--- src/sv/hid_keyboard_report_to_ascii_macros.svh ---
// Assertion macros used by the keyboard report decoder top level.
`ifndef HID_KEYBOARD_REPORT_TO_ASCII_MACROS_SVH
`define HID_KEYBOARD_REPORT_TO_ASCII_MACROS_SVH

// Same-cycle implication, checked outside of reset.
`define HKRA_ASSERT_NOW(label, clk, rst, ante, cons) \
   label: assert property (@(posedge clk) disable iff (rst) (ante) |-> (cons)) \
      else $error("hkra assertion failed");

// Next-cycle implication, checked outside of reset.
`define HKRA_ASSERT_NEXT(label, clk, rst, ante, cons) \
   label: assert property (@(posedge clk) disable iff (rst) (ante) |=> (cons)) \
      else $error("hkra assertion failed");

`endif

--- src/sv/hkra_pkg.sv ---
// Package with constants, types and keymap tables of the keyboard report decoder.
`timescale 1ns / 1ps
`default_nettype none
package hkra_pkg;

   localparam int KEY_SLOTS      = 6;
   localparam int KEYMAP_ENTRIES = 104;
   localparam int CODE_W         = 8;
   localparam int CHAR_W         = 7;
   localparam int KEYMAP_IDX_W   = (KEYMAP_ENTRIES > 1) ? $clog2(KEYMAP_ENTRIES) : 1;
   localparam int HISTORY_W      = KEY_SLOTS * CODE_W;

   localparam logic [CODE_W-1:0] SHIFT_MASK = 8'h22;
   localparam logic [CODE_W-1:0] KEY_EMPTY  = 8'h00;
   localparam logic [CHAR_W-1:0] CHAR_NONE  = 7'h00;

   typedef logic [CODE_W-1:0] code_type;
   typedef logic [CHAR_W-1:0] char_type;
   typedef logic [KEY_SLOTS-1:0][CODE_W-1:0] codes_type;

   typedef struct packed {
      logic rd_en;
      logic wr_en;
   } mem_ctrl_type;

   localparam char_type NORMAL_KEYMAP [KEYMAP_ENTRIES] = '{
      7'h00, 7'h00, 7'h00, 7'h00, 7'h61, 7'h62, 7'h63, 7'h64,
      7'h65, 7'h66, 7'h67, 7'h68, 7'h69, 7'h6a, 7'h6b, 7'h6c,
      7'h6d, 7'h6e, 7'h6f, 7'h70, 7'h71, 7'h72, 7'h73, 7'h74,
      7'h75, 7'h76, 7'h77, 7'h78, 7'h79, 7'h7a, 7'h31, 7'h32,
      7'h33, 7'h34, 7'h35, 7'h36, 7'h37, 7'h38, 7'h39, 7'h30,
      7'h0a, 7'h00, 7'h08, 7'h09, 7'h20, 7'h2d, 7'h3d, 7'h5b,
      7'h5d, 7'h5c, 7'h23, 7'h3b, 7'h27, 7'h60, 7'h2c, 7'h2e,
      7'h2f, 7'h00, 7'h00, 7'h00, 7'h00, 7'h00, 7'h00, 7'h00,
      7'h00, 7'h00, 7'h00, 7'h00, 7'h00, 7'h00, 7'h00, 7'h00,
      7'h00, 7'h00, 7'h00, 7'h00, 7'h00, 7'h00, 7'h00, 7'h00,
      7'h00, 7'h00, 7'h00, 7'h00, 7'h2f, 7'h2a, 7'h2d, 7'h2b,
      7'h0a, 7'h31, 7'h32, 7'h33, 7'h34, 7'h35, 7'h36, 7'h37,
      7'h38, 7'h39, 7'h30, 7'h2e, 7'h5c, 7'h00, 7'h00, 7'h3d
   };

   localparam char_type SHIFTED_KEYMAP [KEYMAP_ENTRIES] = '{
      7'h00, 7'h00, 7'h00, 7'h00, 7'h41, 7'h42, 7'h43, 7'h44,
      7'h45, 7'h46, 7'h47, 7'h48, 7'h49, 7'h4a, 7'h4b, 7'h4c,
      7'h4d, 7'h4e, 7'h4f, 7'h50, 7'h51, 7'h52, 7'h53, 7'h54,
      7'h55, 7'h56, 7'h57, 7'h58, 7'h59, 7'h5a, 7'h21, 7'h40,
      7'h23, 7'h24, 7'h25, 7'h5e, 7'h26, 7'h2a, 7'h28, 7'h29,
      7'h0a, 7'h00, 7'h08, 7'h09, 7'h20, 7'h5f, 7'h2b, 7'h7b,
      7'h7d, 7'h7c, 7'h7e, 7'h3a, 7'h40, 7'h7e, 7'h3c, 7'h3e,
      7'h3f, 7'h00, 7'h00, 7'h00, 7'h00, 7'h00, 7'h00, 7'h00,
      7'h00, 7'h00, 7'h00, 7'h00, 7'h00, 7'h00, 7'h00, 7'h00,
      7'h00, 7'h00, 7'h00, 7'h00, 7'h00, 7'h00, 7'h00, 7'h00,
      7'h00, 7'h00, 7'h00, 7'h00, 7'h2f, 7'h2a, 7'h2d, 7'h2b,
      7'h0a, 7'h31, 7'h32, 7'h33, 7'h34, 7'h35, 7'h36, 7'h37,
      7'h38, 7'h39, 7'h30, 7'h2e, 7'h7c, 7'h00, 7'h00, 7'h3d
   };

endpackage
`default_nettype wire

--- src/sv/hkra_channels.sv ---
// Valid/ready channel interfaces for keyboard reports and decoded characters.
`timescale 1ns / 1ps
`default_nettype none
interface hkra_req_if;
   logic                      valid;
   logic                      ready;
   logic [hkra_pkg::CODE_W-1:0] slot0_code;
   logic [hkra_pkg::CODE_W-1:0] slot1_code;
   logic [hkra_pkg::CODE_W-1:0] slot2_code;
   logic [hkra_pkg::CODE_W-1:0] slot3_code;
   logic [hkra_pkg::CODE_W-1:0] slot4_code;
   logic [hkra_pkg::CODE_W-1:0] slot5_code;
   logic [hkra_pkg::CODE_W-1:0] modifier_bits;

   modport source (output valid, slot0_code, slot1_code, slot2_code, slot3_code,
                   slot4_code, slot5_code, modifier_bits, input ready);
   modport sink (input valid, slot0_code, slot1_code, slot2_code, slot3_code,
                 slot4_code, slot5_code, modifier_bits, output ready);
endinterface

interface hkra_rsp_if;
   logic                        valid;
   logic                        ready;
   logic [hkra_pkg::CHAR_W-1:0] key_char;

   modport source (output valid, key_char, input ready);
   modport sink (input valid, key_char, output ready);
endinterface
`default_nettype wire

--- src/sv/hkra_history_mem.sv ---
// One-row synchronous memory that holds the key codes of the previous report.
`timescale 1ns / 1ps
`default_nettype none
module hkra_history_mem (
   input  wire logic                     clock,
   input  wire logic                     reset,
   input  wire hkra_pkg::mem_ctrl_type   ctrl,
   input  wire hkra_pkg::codes_type      wr_data,
   output hkra_pkg::codes_type           rd_data
);

   hkra_pkg::codes_type mem [1];
   hkra_pkg::codes_type rd_data_ff;
   logic                written_ff;

   // Until the row is first written it reads as an all-empty report.
   always_ff @(posedge clock) begin
      if (reset) begin
         written_ff <= 1'b0;
      end else if (ctrl.wr_en) begin
         written_ff <= 1'b1;
      end
   end

   always_ff @(posedge clock) begin
      if (ctrl.wr_en) begin
         mem[0] <= wr_data;
      end
   end

   // Read-before-write: a read in the write cycle returns the old row.
   always_ff @(posedge clock) begin
      if (ctrl.rd_en) begin
         rd_data_ff <= written_ff ? mem[0] : '0;
      end
   end

   assign rd_data = rd_data_ff;

endmodule
`default_nettype wire

--- src/sv/hkra_scan.sv ---
// Slot scan: held-key check, keymap lookup and first-new-character selection.
`timescale 1ns / 1ps
`default_nettype none
module hkra_scan (
   input  wire hkra_pkg::codes_type codes,
   input  wire hkra_pkg::codes_type prev_codes,
   input  wire logic                shifted,
   output hkra_pkg::char_type       key_char
);

   hkra_pkg::char_type [hkra_pkg::KEY_SLOTS-1:0] cand;

   // Each slot yields its character, or none when held, out of table or unmapped.
   always_comb begin
      logic                                 held;
      logic [hkra_pkg::KEYMAP_IDX_W-1:0]    idx;
      logic                                 in_table;
      for (int s = 0; s < hkra_pkg::KEY_SLOTS; s++) begin
         held = 1'b0;
         for (int k = 0; k < hkra_pkg::KEY_SLOTS; k++) begin
            held = held | (prev_codes[k] == codes[s]);
         end
         in_table = ({1'b0, codes[s]} < (hkra_pkg::CODE_W + 1)'(hkra_pkg::KEYMAP_ENTRIES));
         idx      = hkra_pkg::KEYMAP_IDX_W'(codes[s]);
         if (!in_table || held) begin
            cand[s] = hkra_pkg::CHAR_NONE;
         end else if (shifted) begin
            cand[s] = hkra_pkg::SHIFTED_KEYMAP[idx];
         end else begin
            cand[s] = hkra_pkg::NORMAL_KEYMAP[idx];
         end
      end
   end

   // The scan ends at the first empty slot or the first character found.
   always_comb begin
      logic               done;
      hkra_pkg::char_type found;
      done  = 1'b0;
      found = hkra_pkg::CHAR_NONE;
      for (int s = 0; s < hkra_pkg::KEY_SLOTS; s++) begin
         if (!done) begin
            if (codes[s] == hkra_pkg::KEY_EMPTY) begin
               done = 1'b1;
            end else if (cand[s] != hkra_pkg::CHAR_NONE) begin
               found = cand[s];
               done  = 1'b1;
            end
         end
      end
      key_char = found;
   end

endmodule
`default_nettype wire

--- src/sv/hid_keyboard_report_to_ascii.sv ---
// Top level of the boot keyboard report to ASCII decoder.
`timescale 1ns / 1ps
`default_nettype none
`include "hid_keyboard_report_to_ascii_macros.svh"
// Takes one boot keyboard report per transaction and returns one transaction
// with the character of the first newly pressed key that has one, or 0 if none.
// A report is accepted every cycle while the result side keeps up; each
// result passes through stage register s1 and then the output register
// before it is presented. The previous report lives in a one-row history
// memory that is read and rewritten in the accept cycle, so its registered
// read output sets the length of the pipeline.
// Shift is taken from modifier bits 1 and 5; other modifier bits are ignored.
module hid_keyboard_report_to_ascii (
   input  wire logic  clock,
   input  wire logic  reset,
   hkra_req_if.sink   req_bus,
   hkra_rsp_if.source rsp_bus
);

   hkra_pkg::codes_type    req_codes;
   hkra_pkg::codes_type    prev_codes;
   hkra_pkg::mem_ctrl_type mem_ctrl;
   hkra_pkg::char_type     scan_char;

   logic                   req_accept;
   logic                   s1_adv;
   logic                   s1_valid_ff;
   hkra_pkg::codes_type    s1_codes_ff;
   logic                   s1_shift_ff;
   logic                   out_valid_ff;
   hkra_pkg::char_type     out_char_ff;

   assign req_codes[0] = req_bus.slot0_code;
   assign req_codes[1] = req_bus.slot1_code;
   assign req_codes[2] = req_bus.slot2_code;
   assign req_codes[3] = req_bus.slot3_code;
   assign req_codes[4] = req_bus.slot4_code;
   assign req_codes[5] = req_bus.slot5_code;

   assign s1_adv         = s1_valid_ff && (!out_valid_ff || rsp_bus.ready);
   assign req_bus.ready  = !s1_valid_ff || s1_adv;
   assign req_accept     = req_bus.valid && req_bus.ready;
   assign mem_ctrl.rd_en = req_accept;
   assign mem_ctrl.wr_en = req_accept;

   hkra_history_mem u_history (
      .clock   (clock),
      .reset   (reset),
      .ctrl    (mem_ctrl),
      .wr_data (req_codes),
      .rd_data (prev_codes)
   );

   hkra_scan u_scan (
      .codes      (s1_codes_ff),
      .prev_codes (prev_codes),
      .shifted    (s1_shift_ff),
      .key_char   (scan_char)
   );

   always_ff @(posedge clock) begin
      if (reset) begin
         s1_valid_ff <= 1'b0;
      end else if (req_bus.ready) begin
         s1_valid_ff <= req_bus.valid;
      end
   end

   always_ff @(posedge clock) begin
      if (req_accept) begin
         s1_codes_ff <= req_codes;
         s1_shift_ff <= ((req_bus.modifier_bits & hkra_pkg::SHIFT_MASK) != '0);
      end
   end

   always_ff @(posedge clock) begin
      if (reset) begin
         out_valid_ff <= 1'b0;
      end else if (s1_adv) begin
         out_valid_ff <= 1'b1;
      end else if (rsp_bus.ready) begin
         out_valid_ff <= 1'b0;
      end
   end

   always_ff @(posedge clock) begin
      if (s1_adv) begin
         out_char_ff <= scan_char;
      end
   end

   assign rsp_bus.valid    = out_valid_ff;
   assign rsp_bus.key_char = out_char_ff;

   `HKRA_ASSERT_NEXT(a_accept_fills_stage, clock, reset, req_accept, s1_valid_ff)
   `HKRA_ASSERT_NEXT(a_stalled_stage_kept, clock, reset, s1_valid_ff && !s1_adv, s1_valid_ff)
   `HKRA_ASSERT_NOW(a_stall_blocks_input, clock, reset, s1_valid_ff && !s1_adv, !req_bus.ready)
   `HKRA_ASSERT_NEXT(a_drained_output_empties, clock, reset,
                     out_valid_ff && rsp_bus.ready && !s1_valid_ff, !out_valid_ff)

endmodule
`default_nettype wire

--- src/flat_wrapper.sv ---
// flat-port wrapper written by rule: the top's interface ports become plain ports
module hid_keyboard_report_to_ascii_flat 
  (clock, reset, req_bus_valid, req_bus_slot0_code, req_bus_slot1_code, req_bus_slot2_code, req_bus_slot3_code, req_bus_slot4_code, req_bus_slot5_code, req_bus_modifier_bits, req_bus_ready, rsp_bus_valid, rsp_bus_key_char, rsp_bus_ready);
  hkra_req_if req_bus_i ();
  hkra_rsp_if rsp_bus_i ();
  input  wire logic clock;
  input  wire logic reset;
  input wire logic [$bits(req_bus_i.valid)-1:0] req_bus_valid;
  input wire logic [$bits(req_bus_i.slot0_code)-1:0] req_bus_slot0_code;
  input wire logic [$bits(req_bus_i.slot1_code)-1:0] req_bus_slot1_code;
  input wire logic [$bits(req_bus_i.slot2_code)-1:0] req_bus_slot2_code;
  input wire logic [$bits(req_bus_i.slot3_code)-1:0] req_bus_slot3_code;
  input wire logic [$bits(req_bus_i.slot4_code)-1:0] req_bus_slot4_code;
  input wire logic [$bits(req_bus_i.slot5_code)-1:0] req_bus_slot5_code;
  input wire logic [$bits(req_bus_i.modifier_bits)-1:0] req_bus_modifier_bits;
  output wire logic [$bits(req_bus_i.ready)-1:0] req_bus_ready;
  output wire logic [$bits(rsp_bus_i.valid)-1:0] rsp_bus_valid;
  output wire logic [$bits(rsp_bus_i.key_char)-1:0] rsp_bus_key_char;
  input wire logic [$bits(rsp_bus_i.ready)-1:0] rsp_bus_ready;
  assign req_bus_i.valid = req_bus_valid;
  assign req_bus_i.slot0_code = req_bus_slot0_code;
  assign req_bus_i.slot1_code = req_bus_slot1_code;
  assign req_bus_i.slot2_code = req_bus_slot2_code;
  assign req_bus_i.slot3_code = req_bus_slot3_code;
  assign req_bus_i.slot4_code = req_bus_slot4_code;
  assign req_bus_i.slot5_code = req_bus_slot5_code;
  assign req_bus_i.modifier_bits = req_bus_modifier_bits;
  assign req_bus_ready = req_bus_i.ready;
  assign rsp_bus_valid = rsp_bus_i.valid;
  assign rsp_bus_key_char = rsp_bus_i.key_char;
  assign rsp_bus_i.ready = rsp_bus_ready;
  hid_keyboard_report_to_ascii u_core (.clock(clock), .reset(reset), .req_bus(req_bus_i), .rsp_bus(rsp_bus_i));
endmodule
--- config.mk ---
export PLATFORM = sky130hd
export DESIGN_NAME = hid_keyboard_report_to_ascii_flat
export DESIGN_NICKNAME = d
export VERILOG_FILES = /design/src/sv/hkra_pkg.sv /design/src/sv/hkra_channels.sv /design/src/sv/hkra_history_mem.sv /design/src/sv/hkra_scan.sv /design/src/sv/hid_keyboard_report_to_ascii.sv /design/src/flat_wrapper.sv
export VERILOG_INCLUDE_DIRS = /design/src /design/src/sv
export SDC_FILE = /design/constraint.sdc
export NUM_CORES = 1
export LEC_CHECK = 0
export ABC_AREA = 0
export BUFFER_PORTS_ARGS = -buffer_cell sky130_fd_sc_hd__clkbuf_2
export CAP_MARGIN = 5
export CORE_UTILIZATION = 41
export DETAILED_ROUTE_END_ITERATION = 10
export GPL_TIMING_DRIVEN = 0
export PLACE_DENSITY = 0.56
export SLEW_MARGIN = 20
export SYNTH_ARGS = -nofsm -noshare
export SYNTH_HDL_FRONTEND = slang
export SYNTH_SLANG_ARGS = --single-unit
--- constraint.sdc ---
create_clock -name clock -period 4 [get_ports clock]
set_input_delay 0 -clock clock [delete_from_list [all_inputs] [get_ports clock]]
set_output_delay 0 -clock clock [all_outputs]
set_load 0.1 [all_outputs]
# Word level (Yosys, flattened, before mapping)
# Memory sizes are Yosys's and may differ from the RTL's. A register that Yosys moved wholly into a read port is not among the register bits.
# Index checks and enable logic that the tools add are counted.
op_classes:
  order_cmp: 12
  eq_ne: 36
  muxes: 71
  bitwise_logic: 36
  reduce_logical: 33
ops:
  columns: ["cell", "n"]
  rows:
  - ["$mux 7", 53]
  - ["$eq 8x8->1", 36]
  - ["$ge 8x8->1 const B", 6]
  - ["$logic_not 8->1", 6]
  - ["$lt 8x7->1 const B", 6]
  - ["$not 7->8", 6]
  - ["$reduce_bool 7->1", 6]
  - ["$or 1x1->1", 30]
  - ["$mux 1", 18]
  - ["$logic_not 1->1", 9]
  - ["$logic_or 1x1->1", 8]
  - ["$reduce_bool 8->1", 1]
  - ["$logic_and 1x1->1", 2]
  - ["$reduce_bool 2->1", 1]
totals:
  register_bits: 59
  ramBits: 48
  mem_bits_ro: 10752
  in_bits: 60
  output_inout_bits: 9
  wordCells: 212
  n_memories: 13
mem_list:
  columns: ["memory", "depth", "width", "rd", "rd_ports_with_merged_regs", "wr", "line", "source"]
  rows:
  - ["(name not given)", 128, 7, 1, 0, 0, "hkra_scan.sv:30", "cand[s] = hkra_pkg::NORMAL_KEYMAP[idx];"]
  - ["(name not given)", 128, 7, 1, 0, 0, "hkra_scan.sv:28", "cand[s] = hkra_pkg::SHIFTED_KEYMAP[idx];"]
  - ["(name not given)", 128, 7, 1, 0, 0, "hkra_scan.sv:30", null]
  - ["(name not given)", 128, 7, 1, 0, 0, "hkra_scan.sv:28", null]
  - ["(name not given)", 128, 7, 1, 0, 0, "hkra_scan.sv:30", null]
  - ["(name not given)", 128, 7, 1, 0, 0, "hkra_scan.sv:28", null]
  - ["7 more memories", null, null, null, null, null, null, null]

# Depth between registers and ports, before layout
depth:
  depth_word: 26
  depth_mapped: 16
  mapped_depth_nobuf: 12

# By module
# From an unflattened synthesis, not the netlist that was laid out.
hier_totals:
  hier_cells: 1920
  area_unflattened_um2: 16251.8
modules_own_cells:
  columns: ["module", "instances", "cells_each", "area_each_um2", "seq_area_each_um2"]
  rows:
  - ["hkra_scan", 1, 1702, 11190.7, 0.0]
  - ["hkra_history_mem", 1, 151, 3269.4, 2902.8]
  - ["hid_keyboard_report_to_ascii", 1, 67, 1791.7, 1721.7]

# Least setup slack after synthesis
# Ideal clock, no wire load.
synth_path:
  path_kind: "reg-to-reg"
  startpoint: "reg u_core.out_valid_ff (netlist: u_core.rsp_bus.valid)"
  endpoint: "reg u_core.s1_codes_ff[0] (netlist name), enable pin"
  setup_ns: 0.467
  arrival_ns: 3.997
  required_time_ns: 3.533
  path_slack_ns: -0.464
  path_stages_with_launch: 4
  path_buffers: 0
  period_less_slack_ns: 4.464
  cell_sequence: "dfxtp_1 > nor2b_1 > nand2_1 > and2_1"
synth_between:
  elab_chain_len: 5
synth_rtl:
  columns: ["element", "line", "source"]
  rows:
  - ["start: declaration", "hid_keyboard_report_to_ascii.sv:30", "logic out_valid_ff;"]
  - ["start signal: assignment", "hid_keyboard_report_to_ascii.sv:78", "out_valid_ff <= 1'b0;"]
  - ["start signal: assignment", "hid_keyboard_report_to_ascii.sv:80", "out_valid_ff <= 1'b1;"]
  - ["start signal: assignment", "hid_keyboard_report_to_ascii.sv:82", "out_valid_ff <= 1'b0;"]
  - ["$logic_not 1->1", "hid_keyboard_report_to_ascii.sv:40", "assign s1_adv = s1_valid_ff && (!out_valid_ff || rsp_bus.ready);"]
  - ["$logic_or 1x1->1", "hid_keyboard_report_to_ascii.sv:40", null]
  - ["$logic_and 1x1->1", "hid_keyboard_report_to_ascii.sv:40", null]
  - ["$logic_or 1x1->1", "hid_keyboard_report_to_ascii.sv:41", "assign req_bus.ready = !s1_valid_ff || s1_adv;"]
  - ["net req_bus_ready", "flat_wrapper.sv:16", "output wire logic [$bits(req_bus_i.ready)-1:0] req_bus_ready;"]
  - ["$logic_and 1x1->1", "hid_keyboard_report_to_ascii.sv:42", "assign req_accept = req_bus.valid && req_bus.ready;"]
  - ["net u_core.req_accept", "hid_keyboard_report_to_ascii.sv:25", "logic req_accept;"]
  - ["end signal: assignment", "hid_keyboard_report_to_ascii.sv:71", "s1_codes_ff <= req_codes;"]
  - ["end: declaration", "hid_keyboard_report_to_ascii.sv:28", "hkra_pkg::codes_type s1_codes_ff;"]
# The timed path passes the listed nets, and every way through them passes these cells.
# A chain may end at the register's enable or synchronous reset.

# Final worst setup path
layout_path:
  startpoint: "reg u_core.s1_codes_ff[28] (netlist name)"
  endpoint: "reg u_core.out_char_ff[1] (netlist: u_core.rsp_bus.key_char[1]) (data pin)"
layout_between:
  elab_chain_len: 18
  elab_cells_between_ends: 38
  classes_between: "order compare: 1; eq/ne: 6; mux: 19; bitwise: 6; reduce/logical: 4; memory: 2"
layout_rtl:
  columns: ["element", "line", "source"]
  rows:
  - ["parallel branches: the longest is 17 deep, another holds $mem_v2 128x7", null, null]
  - ["$mux 7 *", "hkra_scan.sv:42", "if (!done) begin"]
  - ["net u_core.scan_char[1]", "hid_keyboard_report_to_ascii.sv:23", "hkra_pkg::char_type scan_char;"]
  - ["end signal: assignment", "hid_keyboard_report_to_ascii.sv:88", "out_char_ff <= scan_char;"]
  - ["end: declaration", "hid_keyboard_report_to_ascii.sv:31", "hkra_pkg::char_type out_char_ff;"]
# Mark *: on every way through the listed nets, which the timed path passes. The select of a mux whose other input is x is not followed.

==> out/results.tsv <==
stage	metric	value	unit
worst_setup_path	critical_path_arrival	4.12	ns
worst_setup_path	path_cells	clkbuf_1 -> clkbuf_1 -> nand2_1 -> a2111oi_0 -> o41ai_4 -> a41oi_1 -> a41oi_2 -> nand2_4 -> nor2_1 -> or3_1	
worst_setup_path	worstRegToRegCells	10	
power_and_ir_drop	peakVddDrop	0.2714	mV
worst_setup_path	worst_setup_path_end_kind	flop	
run	cap_violations	0	
synthesis	synth-edff-count	104	
worst_setup_path	max_stage_delay	0.88	ns
cells_and_area	n_antenna_cell	0	
global_routing	grt_max_degree	49	
power_and_ir_drop	p_leak	6.118	nW
drt	drc_errors	0	
worst_setup_path	crit_cells	10	
worst_setup_path	crit_family	compound AO/OA/AOI/OAI gates	
worst_hold_path	hold_path_depth	2	
synthesis	ys_warn_count	0	
sta	setup_viol_count_final	0	
global_routing	grt_use_total	0.3488	
floorplanning	die_x	190.8	µm
drt	detail_route.vias_per_cell	6.606	
drt	ant_nets	0	
cells_and_area	syn_to_final_growth	16.30	%
cells_and_area	fillers	3464	
synthesis	syn_inst	1840	
power_and_ir_drop	p_switching	0.001775	W
global_routing	grt-ovfl-total	0	
sta	finalCritPeriodShare	0.9969	
worst_setup_path	critPathLaunchType	flop	
cells_and_area	stdcell_count	2456	
floorplanning	start_util	0.4198	
synthesis	ys_seq_area_frac	0.2179	
drt	routedWlPerCell	26.21	µm
clock_network	insertion_delay	0.40	ns
clock_network	cts_buffers	9	
clock_network	clock_path_buffers	2	
drt	dr.pass1.iters	6	
sta	tightest_slew	0.9520	ns
sta	whs	0.3066	ns
floorplanning	fp.coreArea	34800	µm²
placement	dp.cells	2359	
floorplanning	die-area	36390	µm²
clock_network	h-tree-depth	3	
cells_and_area	final_common_cell	xnor2_1	
sta	finalHoldViolCount	0	
cells_and_area	layout_common_cells	xnor2_1 (181), nand2_1 (115), clkbuf_1 (107), xor2_1 (104), edfxtp_1 (104)	
cells_and_area	multi_input_area	10450	µm²
worst_setup_path	crit_buf_inv	2	
sta	min_period	3.988	ns
synthesis	ys_types	98	
power_and_ir_drop	clkPwrFrac	0.225	
worst_setup_path	path_class	reg2reg	
cells_and_area	final_nets	2099	
synthesis	netlist_area	14610	µm²
synthesis	synth-seq-cells	107	
cells_and_area	fin_util	0.4882	
clock_network	cts_tree	built	
clock_network	clock_sinks	107	
synthesis	synth_ff_type	edfxtp_1	
floorplanning	rows	68	
sta	fmax	0.2508	GHz
synthesis	syn-mean-instance-area	7.940	µm²
run_status	status	finished clean	
drt	vias	16220	
cells_and_area	stdcell_area	16990	µm²
worst_setup_path	critPathMaxFanout	10	
placement	io_buffers	62	
power_and_ir_drop	swShare	0.4178	
clock_network	root_buffer	clkbuf_16	
cells_and_area	seq_area	3183	µm²
global_routing	antenna_found_initial	0	
global_routing	grt_pass1_wl	95.36	mm
synthesis	async_flop_share	0	
sta	finClkSkew	0.01490	ns
power_and_ir_drop	power_density	250.1	nW/µm²
placement	gp_congestion	1.012	
power_and_ir_drop	p_int	0.002474	W
placement	post-dp-hpwl	44.67	mm
drt	routed_wl	64.37	mm
sta	maxSlewHeadroom	0.3489	
drt	drt_iter0_drc	2260	
sta	report.final.slew_viol_count	0	
placement	placed_cell_area	15550	µm²
floorplanning	die_y	190.8	µm
clock_network	clk_pin_slew	0.09	ns
worst_setup_path	crit_top_cell	clkbuf_1	
worst_hold_path	hold_path.class	in2reg	
worst_setup_path	cpMaxStageDelayCell	a2111oi_0	
global_routing	grt_pass1_vias	14780	
cells_and_area	drive_above_1_share	0.1419	
worst_setup_path	cp.required	4.13	ns
power_and_ir_drop	combPwrFrac	0.456	
floorplanning	ios	69	
synthesis	syn_nets	1943	
power_and_ir_drop	power.share.sequential	0.318	
-- final cells by class --
type                    count  area share
multi-input cells        1454      0.6151
flip-flops and latches    107      0.1873
plain buffers             224     0.06893
repair buffers            149     0.06702
well taps                 455     0.03351
clock buffers              12     0.01451
inverters                  51     0.01171
clock inverters             4    0.001915
-- power groups by stage --
stage | sequential [W] | clock, W | combinational (W)
after detailed placement | 0.00138 | 0 | 0.00171
final | 0.00135 | 0.000957 | 0.00194
after CTS | 0.00135 | 0.000978 | 0.00182
after global placement | 0.00138 | 0 | 0.00171
after floorplan | 0.00142 | 0 | 0.00116
after global routing | 0.00136 | 0.000999 | 0.00203
-- per-layer routing --
metal,share of wire,up-vias,GRT usage,wire (µm)
li1,-,7026,-,-
met1,0.41,7739,0.4805,26240
met2,0.42,1223,0.5091,27220
met3,0.11,236,0.07122,7330
met4,0.055,0,0.1815,3572
met5,0,-,0,0
-- timing repair --
action	in CTS	in global routing
setup endpoints to repair	7	7
hold endpoints to repair	52	0
setup buffers	12	19
pin swaps	3	12
resized for setup	59	53
gates cloned	0	0
hold buffers	54	0
-- path summary, 6_finish.rpt --
| kind | endpoint | slack, ns | from |
|---|---|---|---|
| max | u_core.rsp_bus.key_char[1] | 0.01 | u_core.s1_codes_ff[28] |
| min | u_core.s1_codes_ff[3] | 0.31 | req_bus_slot0_code[3] |
| max reg2reg | u_core.rsp_bus.key_char[1] | 0.01 | u_core.s1_codes_ff[28] |
| min reg2reg | u_core.rsp_bus.valid | 0.53 | u_core.s1_valid_ff |
-- cell families (layout without fill, tap and decap cells) --
logic type	Yosys count	in the layout	synth area share
muxes	35	35	0.02818
AOI/OAI and AO/OA	501	501	0.2415
DFF	107	107	0.2179
xor gates and xnor gates	285	285	0.1709
and+or+nand+nor	590	590	0.2175
adders and majority gates	43	43	0.03683
buffers and inverters	279	440	0.08719
-- worst reg2reg max path, stage by stage, from the launching register on --
cell       delay (ns)
edfxtp_1         0.38
clkbuf_1         0.53
clkbuf_1         0.50
nand2_1          0.18
a2111oi_0        0.88
o41ai_4          0.24
a41oi_1          0.35
a41oi_2          0.09
nand2_4          0.15
nor2_1           0.05
or3_1            0.36
-- registers in the layout (all words and copies together) (netlist names) --
| register | cells |
|---|---|
| u_core.u_history.rd_data | 48 |
| u_core.s1_codes_ff | 42 |
| u_core.rsp_bus.key_char | 7 |
| u_core.u_history.mem | 6 |
| u_core.rsp_bus.valid | 1 |
| u_core.s1_shift_ff | 1 |
| u_core.s1_valid_ff | 1 |
| u_core.u_history.written_ff | 1 |
-- Yosys cell counts, types with 7 or more instances --
master,instances,area [µm²]
and2_1,63,394.1
o211ai_1,28,210.2
and3_1,8,50.05
nor3_1,31,155.2
o2bb2ai_1,7,61.31
a31oi_1,29,181.4
a221oi_1,13,113.9
a22oi_1,9,67.56
o221ai_1,19,166.4
a32oi_1,16,140.1
a21oi_1,87,435.4
a2111oi_0,12,105.1
a21o_1,15,112.6
ha_1,43,538.0
xnor2_1,181,1585
buf_4,8,60.06
nand2b_1,40,250.2
nor2b_1,47,294.0
a41oi_1,8,70.07
a211oi_1,18,135.1
a311oi_1,12,105.1
nand4_1,51,319.1
o22ai_1,22,137.6
inv_2,8,30.03
nand2_1,116,435.4
o21ai_1,21,105.1
mux2i_1,22,220.2
buf_1,21,78.83
nand3b_1,7,52.55
nor3b_1,7,52.55
edfxtp_1,104,3123
or3_1,12,75.07
o21ai_0,77,385.4
clkbuf_1,118,442.9
nor2_1,95,356.6
inv_1,43,161.4
buf_2,68,340.3
nand3_1,36,180.2
o311a_1,7,70.07
xor2_1,104,910.9
nor4_1,37,231.5
-- metrics by stage --
step / total power (W) / setup WS, ns / setup TNS, ns
finish: 0.004249 / 0.01226 / 0
global route: 0.004393 / -0.01966 / -0.03633
CTS: 0.004151 / -0.002832 / -0.002832
detailed placement: 0.003093 / -1.162 / -7.588
global placement: 0.003096 / -1.220 / -7.737
floorplan: 0.002573 / 0.1330 / 0
(Power assumes the default switching activity.)
